===== src/hw/rtl/csc_pkg.sv =====
// Channel range scaler package: request/response structs, range entry,
// command, status and channel kind codes, controller states.
// No dependencies.
`default_nettype none

package csc_pkg;

	localparam logic [1:0] CMD_SET       = 2'd0;
	localparam logic [1:0] CMD_SCALE_OUT = 2'd1;
	localparam logic [1:0] CMD_SCALE_IN  = 2'd2;
	localparam logic [1:0] CMD_NONE      = 2'd3;

	localparam logic [1:0] ST_OK       = 2'd0;
	localparam logic [1:0] ST_BAD_CHAN = 2'd1;
	localparam logic [1:0] ST_RANGE    = 2'd2;
	localparam logic [1:0] ST_TYPE     = 2'd3;

	localparam logic [1:0] TY_NONE = 2'd0;
	localparam logic [1:0] TY_UNI  = 2'd1;
	localparam logic [1:0] TY_BI   = 2'd2;

	typedef struct packed {
		logic [1:0]         cmd;
		logic               table_sel;
		logic [3:0]         channel;
		logic [1:0]         new_type;
		logic [15:0]        new_min;
		logic [15:0]        new_max;
		logic signed [15:0] norm_value;
		logic [15:0]        pulse_in;
	} csc_in_t;

	typedef struct packed {
		logic [15:0]        pulse_out;
		logic signed [15:0] norm_out;
		logic [1:0]         status;
	} csc_out_t;

	typedef struct packed {
		logic [1:0]  ty;
		logic [15:0] mn;
		logic [15:0] mx;
	} csc_ent_t;

	typedef struct packed {
		logic        start;
		logic [15:0] dividend;
		logic [15:0] divisor;
	} csc_div_op_t;

	typedef enum logic [2:0] {
		S_IDLE,
		S_CHECK,
		S_EVAL,
		S_MUL,
		S_SUM,
		S_DIV,
		S_DONE
	} csc_state_t;

endpackage

`default_nettype wire


===== src/hw/rtl/csc_ram.sv =====
// Generic single-port-write, single-port-read RAM with registered read data.
// No dependencies.
`default_nettype none

module csc_ram #(
	parameter int WIDTH = 8,
	parameter int DEPTH = 16
) (
	input  wire                                   clk,
	input  wire                                   we,
	input  wire [(DEPTH > 1 ? $clog2(DEPTH) : 1)-1:0] waddr,
	input  wire [WIDTH-1:0]                       wdata,
	input  wire [(DEPTH > 1 ? $clog2(DEPTH) : 1)-1:0] raddr,
	output logic [WIDTH-1:0]                      rdata
);

	logic [WIDTH-1:0] mem [DEPTH];

	always_ff @(posedge clk) begin
		if (we) begin
			mem[waddr] <= wdata;
		end
		rdata <= mem[raddr];
	end

endmodule

`default_nettype wire


===== src/hw/rtl/csc_div.sv =====
// Radix-2 restoring divider for pulse normalization, one quotient bit per cycle.
// Depends on csc_pkg.
`default_nettype none

module csc_div import csc_pkg::*; #(
	parameter int FRAC_BITS = 14
) (
	input  wire                 clk,
	input  wire                 arst_n,
	input  csc_div_op_t         op,
	output logic                done,
	output logic [FRAC_BITS+1:0] quot
);

	localparam int QW = FRAC_BITS + 2;
	localparam int CW = $clog2(FRAC_BITS + 2);

	logic          busy_q;
	logic [CW-1:0] cnt_q;
	logic          done_q;
	logic [15:0]   rem_q;
	logic [15:0]   divisor_q;
	logic [QW-1:0] quot_q;

	logic [16:0] rem2;
	logic        take;
	logic [15:0] rem_nx;

	always_comb begin
		rem2   = {rem_q, 1'b0};
		take   = rem2 >= {1'b0, divisor_q};
		rem_nx = take ? 16'(rem2 - {1'b0, divisor_q}) : rem2[15:0];
	end

	always_ff @(posedge clk or negedge arst_n) begin
		if (!arst_n) begin
			busy_q <= 1'b0;
			cnt_q  <= '0;
			done_q <= 1'b0;
		end else if (op.start) begin
			busy_q <= 1'b1;
			cnt_q  <= CW'(FRAC_BITS + 1);
			done_q <= 1'b0;
		end else if (busy_q) begin
			cnt_q <= cnt_q - CW'(1);
			if (cnt_q == CW'(1)) begin
				busy_q <= 1'b0;
				done_q <= 1'b1;
			end
		end else begin
			done_q <= 1'b0;
		end
	end

	// first step resolves the integer bit (dividend never exceeds divisor)
	always_ff @(posedge clk) begin
		if (op.start) begin
			divisor_q <= op.divisor;
			if (op.dividend >= op.divisor) begin
				rem_q  <= op.dividend - op.divisor;
				quot_q <= QW'(1);
			end else begin
				rem_q  <= op.dividend;
				quot_q <= '0;
			end
		end else if (busy_q) begin
			rem_q  <= rem_nx;
			quot_q <= {quot_q[QW-2:0], take};
		end
	end

	assign done = done_q;
	assign quot = quot_q;

endmodule

`default_nettype wire


===== src/hw/rtl/channel_range_scaler_top.sv =====
// Scale-input: the response passes the check, evaluate, serial divider and done states.
// Scale-output: table read, 18x17 multiply, offset add and clamp.
// Set, bad channel, unknown command skip evaluation; range or type errors stop after it.
// A new request is taken only once the previous response has been registered.
// Async reset clears the controller and all entry valid bits: tables read zero.
`default_nettype none

module channel_range_scaler_top import csc_pkg::*; #(
	parameter int CHANNELS  = 16,
	parameter int FRAC_BITS = 14
) (
	input  wire       clk,
	input  wire       arst_n,
	input  wire       req_valid,
	output logic      req_ready,
	input  csc_in_t   req_data,
	output logic      rsp_valid,
	input  wire       rsp_ready,
	output csc_out_t  rsp_data
);

	localparam int CH_AW = (CHANNELS > 1) ? $clog2(CHANNELS) : 1;
	localparam int AW    = CH_AW + 1;
	localparam int DEPTH = 2 ** AW;
	localparam int QW    = FRAC_BITS + 2;
	localparam int PW    = 36;
	localparam logic signed [17:0] ONE_A = 18'(2 ** FRAC_BITS);
	localparam logic signed [QW:0] ONE_Q = (QW + 1)'(2 ** FRAC_BITS);

	csc_state_t state_q, state_d;

	csc_in_t    req_q;
	csc_out_t   res_q;
	csc_out_t   rsp_q;
	logic       rsp_valid_q;

	logic [DEPTH-1:0] ent_vld_q;
	logic             rd_vld_q;

	logic [CH_AW-1:0] ch_idx;
	logic [AW-1:0]    waddr;
	logic [AW-1:0]    raddr;
	logic             bad_ch;
	logic             mem_we;
	csc_ent_t         wr_ent;
	csc_ent_t         rd_ent;
	csc_ent_t         ent;

	logic                 type_ok;
	logic                 span_zero;
	logic                 out_of_range;
	logic [1:0]           eval_status;
	logic                 rsp_load;
	csc_div_op_t          div_op;
	logic                 div_done;
	logic [QW-1:0]        div_quot;

	logic [1:0]           ty_q;
	logic [15:0]          mn_q;
	logic signed [16:0]   span_q;
	logic signed [17:0]   mul_a;
	logic signed [34:0]   prod_q;
	logic signed [PW-1:0] offs_w;
	logic signed [PW-1:0] sum_w;
	logic signed [PW-1:0] shr_w;
	logic [15:0]          pulse_w;
	logic signed [QW:0]   bip_w;
	logic signed [15:0]   norm_w;

	assign ch_idx = CH_AW'(req_q.channel);
	assign bad_ch = 32'(req_q.channel) >= 32'(CHANNELS);
	assign waddr  = {req_q.table_sel, ch_idx};
	assign raddr  = {req_q.cmd == CMD_SCALE_OUT, ch_idx};
	assign wr_ent = '{ty: req_q.new_type, mn: req_q.new_min, mx: req_q.new_max};
	assign ent    = rd_vld_q ? rd_ent : '0;

	csc_ram #(
		.WIDTH($bits(csc_ent_t)),
		.DEPTH(DEPTH)
	) u_ram (
		.clk  (clk),
		.we   (mem_we),
		.waddr(waddr),
		.wdata(wr_ent),
		.raddr(raddr),
		.rdata(rd_ent)
	);

	csc_div #(
		.FRAC_BITS(FRAC_BITS)
	) u_div (
		.clk   (clk),
		.arst_n(arst_n),
		.op    (div_op),
		.done  (div_done),
		.quot  (div_quot)
	);

	// range entry checks
	always_comb begin
		type_ok      = (ent.ty == TY_UNI) || (ent.ty == TY_BI);
		span_zero    = ent.mx == ent.mn;
		out_of_range = (req_q.pulse_in < ent.mn) || (req_q.pulse_in > ent.mx);
		if (req_q.cmd == CMD_SCALE_OUT) begin
			if (!type_ok) begin
				eval_status = ST_TYPE;
			end else if (span_zero) begin
				eval_status = ST_RANGE;
			end else begin
				eval_status = ST_OK;
			end
		end else begin
			if (out_of_range || span_zero) begin
				eval_status = ST_RANGE;
			end else if (!type_ok) begin
				eval_status = ST_TYPE;
			end else begin
				eval_status = ST_OK;
			end
		end
	end

	// unipolar doubles the demand so both kinds share the F+1 shift
	always_comb begin
		mul_a   = (ty_q == TY_UNI) ? (18'(req_q.norm_value) <<< 1)
		                           : (18'(req_q.norm_value) + ONE_A);
		offs_w  = PW'(mn_q) << (FRAC_BITS + 1);
		sum_w   = PW'(prod_q) + offs_w;
		shr_w   = sum_w >>> (FRAC_BITS + 1);
		if (sum_w[PW-1]) begin
			pulse_w = '0;
		end else if (shr_w[PW-2:16] != '0) begin
			pulse_w = 16'hFFFF;
		end else begin
			pulse_w = shr_w[15:0];
		end
		bip_w  = $signed({1'b0, div_quot}) - ONE_Q;
		norm_w = (ty_q == TY_UNI) ? 16'(div_quot >> 1) : 16'(bip_w);
	end

	always_comb begin
		state_d = state_q;
		case (state_q)
			S_IDLE: begin
				if (req_valid) state_d = S_CHECK;
			end
			S_CHECK: begin
				if ((req_q.cmd == CMD_SCALE_OUT || req_q.cmd == CMD_SCALE_IN) && !bad_ch)
					state_d = S_EVAL;
				else
					state_d = S_DONE;
			end
			S_EVAL: begin
				if (eval_status != ST_OK)
					state_d = S_DONE;
				else if (req_q.cmd == CMD_SCALE_OUT)
					state_d = S_MUL;
				else
					state_d = S_DIV;
			end
			S_MUL:  state_d = S_SUM;
			S_SUM:  state_d = S_DONE;
			S_DIV: begin
				if (div_done) state_d = S_DONE;
			end
			S_DONE: begin
				if (!rsp_valid_q || rsp_ready) state_d = S_IDLE;
			end
			default: state_d = S_IDLE;
		endcase
	end

	always_comb begin
		req_ready       = state_q == S_IDLE;
		mem_we          = (state_q == S_CHECK) && (req_q.cmd == CMD_SET) && !bad_ch;
		rsp_load        = (state_q == S_DONE) && (!rsp_valid_q || rsp_ready);
		div_op.start    = (state_q == S_EVAL) && (req_q.cmd == CMD_SCALE_IN)
		                  && (eval_status == ST_OK);
		div_op.dividend = req_q.pulse_in - ent.mn;
		div_op.divisor  = ent.mx - ent.mn;
	end

	always_ff @(posedge clk or negedge arst_n) begin
		if (!arst_n) begin
			state_q     <= S_IDLE;
			rsp_valid_q <= 1'b0;
			ent_vld_q   <= '0;
			rd_vld_q    <= 1'b0;
		end else begin
			state_q  <= state_d;
			rd_vld_q <= ent_vld_q[raddr];
			if (mem_we) ent_vld_q[waddr] <= 1'b1;
			if (rsp_load)
				rsp_valid_q <= 1'b1;
			else if (rsp_ready)
				rsp_valid_q <= 1'b0;
		end
	end

	always_ff @(posedge clk) begin
		if (req_valid && req_ready) req_q <= req_data;
		if (rsp_load) rsp_q <= res_q;
		if (state_q == S_MUL) prod_q <= mul_a * span_q;
		case (state_q)
			S_CHECK: begin
				res_q.pulse_out <= '0;
				res_q.norm_out  <= '0;
				res_q.status    <= (req_q.cmd != CMD_NONE && bad_ch) ? ST_BAD_CHAN : ST_OK;
			end
			S_EVAL: begin
				ty_q         <= ent.ty;
				mn_q         <= ent.mn;
				span_q       <= $signed({1'b0, ent.mx}) - $signed({1'b0, ent.mn});
				res_q.status <= eval_status;
			end
			S_SUM: begin
				res_q.pulse_out <= pulse_w;
			end
			S_DIV: begin
				if (div_done) res_q.norm_out <= norm_w;
			end
			default: begin
			end
		endcase
	end

	assign rsp_valid = rsp_valid_q;
	assign rsp_data  = rsp_q;

endmodule

`default_nettype wire


===== config.mk =====
export PLATFORM = sky130hd
export DESIGN_NAME = channel_range_scaler_top
export DESIGN_NICKNAME = d
export VERILOG_FILES = /design/src/hw/rtl/csc_pkg.sv /design/src/hw/rtl/csc_ram.sv /design/src/hw/rtl/csc_div.sv /design/src/hw/rtl/channel_range_scaler_top.sv
export SDC_FILE = /design/constraint.sdc
export NUM_CORES = 2
export LEC_CHECK = 0
export ABC_CLOCK_PERIOD_IN_PS = 14000
export BUFFER_PORTS_ARGS = -buffer_cell sky130_fd_sc_hd__clkbuf_2
export CORE_MARGIN = 3
export CORE_UTILIZATION = 70
export CTS_BUF_LIST = sky130_fd_sc_hd__clkbuf_4 sky130_fd_sc_hd__clkbuf_8
export DETAILED_ROUTE_END_ITERATION = 16
export HOLD_SLACK_MARGIN = 0.1
export MAX_ROUTING_LAYER = met4
export PLACE_DENSITY = 0.95
export SLEW_MARGIN = 20
export SYNTH_ARGS = -nofsm -noshare
export SYNTH_HDL_FRONTEND = slang
export SYNTH_SLANG_ARGS = --single-unit

===== constraint.sdc =====
create_clock -name clk -period 14 [get_ports clk]
set_clock_uncertainty 0.1 [all_clocks]
set_input_delay 1.4 -clock clk [delete_from_list [all_inputs] [get_ports clk]]
set_output_delay 1.4 -clock clk [all_outputs]
set_load 0.03 [all_outputs]

==> flow_metrics.tcl <==
set metrics [dict create \
    status "complete, no violations" \
    drtIter0Drc 6117 \
    rows 113 \
    drive_gt1_frac 0.2169 \
    critPathKind "reg -> reg" \
    synth-edff-count 1332 \
    hp-class "reg -> reg" \
    crit_top_cell "fa_1" \
    path_max_fanout 50 \
    synthArstFlopShare 0.03052 \
    root_buffer "clkbuf_8" \
    htree_num_levels 4 \
    routabilityCongestion 0.9587 \
    seq_area_mm2 0.04176 \
    grt_use_total 0.3989 \
    clk_pin_slew_ps 60 \
    yosys-top-cells-area "edfxtp_1 (59%), mux4_2 (12%), fa_1 (9.0%), ha_1 (3.4%), inv_1 (2.2%)" \
    finalSetupViolCount 0 \
    vias 40440 \
    grt_max_degree 107 \
    globalRouteOverflowTotal 0 \
    tightest_slew_ps 1314 \
    clock-sinks 1409 \
    ys.flop_type "edfxtp_1" \
    timing.final.crit_share 0.5999 \
    relSlewSlack 0.1237 \
    area_delta_synth_final_pct 9.962 \
    fmax_mhz 119.1 \
    grt_first_pass_wirelength_um 272800 \
    slowest_stage "fa_1" \
    startpoint_type "flip-flop" \
    cts_made_buffers 207 \
    endpoint_kind "flip-flop" \
    ant_nets 0 \
    hold_buffers 0 \
    synthTopCellsByCount "edfxtp_1 (1332), inv_1 (397), nand2_1 (394)" \
    syn_nets 4684 \
    yosysUniqueCellTypes 81 \
    multi_input_area_mm2 0.02390 \
    clk_latency_ps 940 \
    synth_area_leader_cell "edfxtp_1" \
    yosysSeqAreaShare 0.6183 \
    holdPathStages 0 \
    die_area_mm2 0.1002 \
    required_ps 14530 \
    synth_top_cell_area_share 0.5923 \
    nets 4903 \
    drv_cap 0 \
    ys_warn_count 0 \
    rsz0062_at_grt "no" \
    postCtsSetupBuffers 0 \
    place_area_mm2 0.06978 \
    slowest_delay_ps 830 \
    synth_most_common_cell "edfxtp_1" \
    dpl.hpwl_um 115000 \
    routed_wl_um 188200 \
    hold_viol 0 \
    viasPerCell 6.998 \
    start_util 0.7087 \
    remaining_drc_errors 0 \
    grt_pass1_vias 41540 \
    io_buffers 112 \
    min_period_ps 8399 \
    fillers 4670 \
    die_w_um 316.6 \
    synth_seq_cells 1409 \
    crit_arrival_ps 8930 \
    tns_ps 0 \
    wl_per_cell_um 32.57 \
    slew_viol_final 0 \
    cts_resized 0 \
    num_io_pins 113 \
    die_h_um 316.6 \
    final_area_mm2 0.07426 \
    drt_pass1_iterations 8 \
    antenna_found_initial 7 \
    cts_buffer_depth 3 \
    syn_inst 4118 \
    synthesis.area_mm2 0.06754 \
    synth_area_per_cell_um2 16.40 \
    cts_tree "built" \
    core_mm2 0.09529 \
    rr_worst_depth 26 \
]
## logic make-up (layout without fill, tap and decap cells)
logic type	Yosys count	after routing	share of synthesized area
adders and majority gates	489	489	0.1245
buffers and inverters	566	956	0.03187
muxes	352	352	0.1170
AOI/OAI and AO/OA	348	348	0.03635
and+or+nand+nor	873	873	0.06151
xor gates and xnor gates	81	81	0.01050
DFF	1409	1409	0.6183
other	0	6	0
## critical path, delay by kind of cell (launching register included)
kind / cells / cell delay (ps)
AO/OA/AOI/OAI: 8 / 1870
XOR/XNOR: 1 / 180
adder cells (fa/ha/maj): 7 / 3810
buffers and inverters: 6 / 840
flip-flops: 1 / 350
AND/OR/NAND/NOR: 4 / 930
## through the flow
stage	setup slack (ps)	util	cells	hold slack, ps
6_report	5601	0.7793	5779	272.0
5_1_grt	5192	0.7793	5778	278.6
4_1_cts	5661	0.7784	5769	272.7
3_5_place_dp	5681	0.7323	5389	304.5
3_3_place_gp	5996	0.7323	5389	302.5
2_1_floorplan	6625	-	4118	300.3
## layout make-up
cell class / count / share of cell area
Antenna cell: 6 / 0.0002022
Clock buffer: 298 / 0.04832
Clock inverter: 82 / 0.01083
Inverter: 401 / 0.02027
Multi-Input combinational cell: 2143 / 0.3218
Sequential cell: 1409 / 0.5623
Tap cell: 1265 / 0.02131
Timing Repair Buffer: 175 / 0.01503
## layout by cell type (no fill, tap or decap), types with 23 or more instances in the layout
master    count
inv_1       397
a21oi_1      85
xnor2_1      57
and2_1      153
edfxtp_1   1332
xor2_1       24
clkbuf_8    216
buf_4        57
nand2_1     394
dfrtp_1      43
nand3_1      35
nor2_4       33
nor2_1       81
o21ai_0      39
ha_1        183
nor3_1       24
mux4_2      350
fa_1        305
clkinv_1     40
a21o_1       35
clkbuf_4     82
o211ai_1     37
or2_2        42
a31oi_1      23
dfxtp_1      34
clkbuf_2    111
## layer usage
| metal | part of all wire | wire (um) | global-route usage | vias to the layer above |
|---|---|---|---|---|
| met2 | 0.50 | 93450 | 0.6328 | 3621 |
| met5 | 0 | 0 | - | - |
| met4 | 0.082 | 15510 | 0.2659 | 0 |
| met1 | 0.31 | 57700 | 0.4638 | 20090 |
| li1 | - | - | - | 15760 |
| met3 | 0.11 | 21540 | 0.08660 | 971 |
## flip-flops by register name, indices dropped and copies added, names as in the netlist, 2 cells and up
name,cells
ty_q,2
res_q,34
span_q,17
u_div.quot,16
state_q,3
u_ram.mem,1088
ch_idx,4
u_div.cnt_q,4
u_ram.rdata,34
rsp_data,34
u_div.rem_q,16
u_div.divisor_q,16
prod_q,20
req_q,69
mn_q,16
ent_vld_q,32
## final timing paths
check	endpoint	from	slack [ps]
max in group asynchronous	u_div.cnt_q[3]	arst_n	12960
hold / removal	rsp_data[11]	res_q[11]	270
setup reg to reg	prod_q[34]	ty_q[1]	5600
setup / recovery	prod_q[34]	ty_q[1]	5600
min in group asynchronous	ent_vld_q[9]	arst_n	380
hold reg to reg	rsp_data[11]	res_q[11]	270
Power is not shown: default switching activity piles up to over one toggle a cycle in this logic, so the estimate is an artifact.
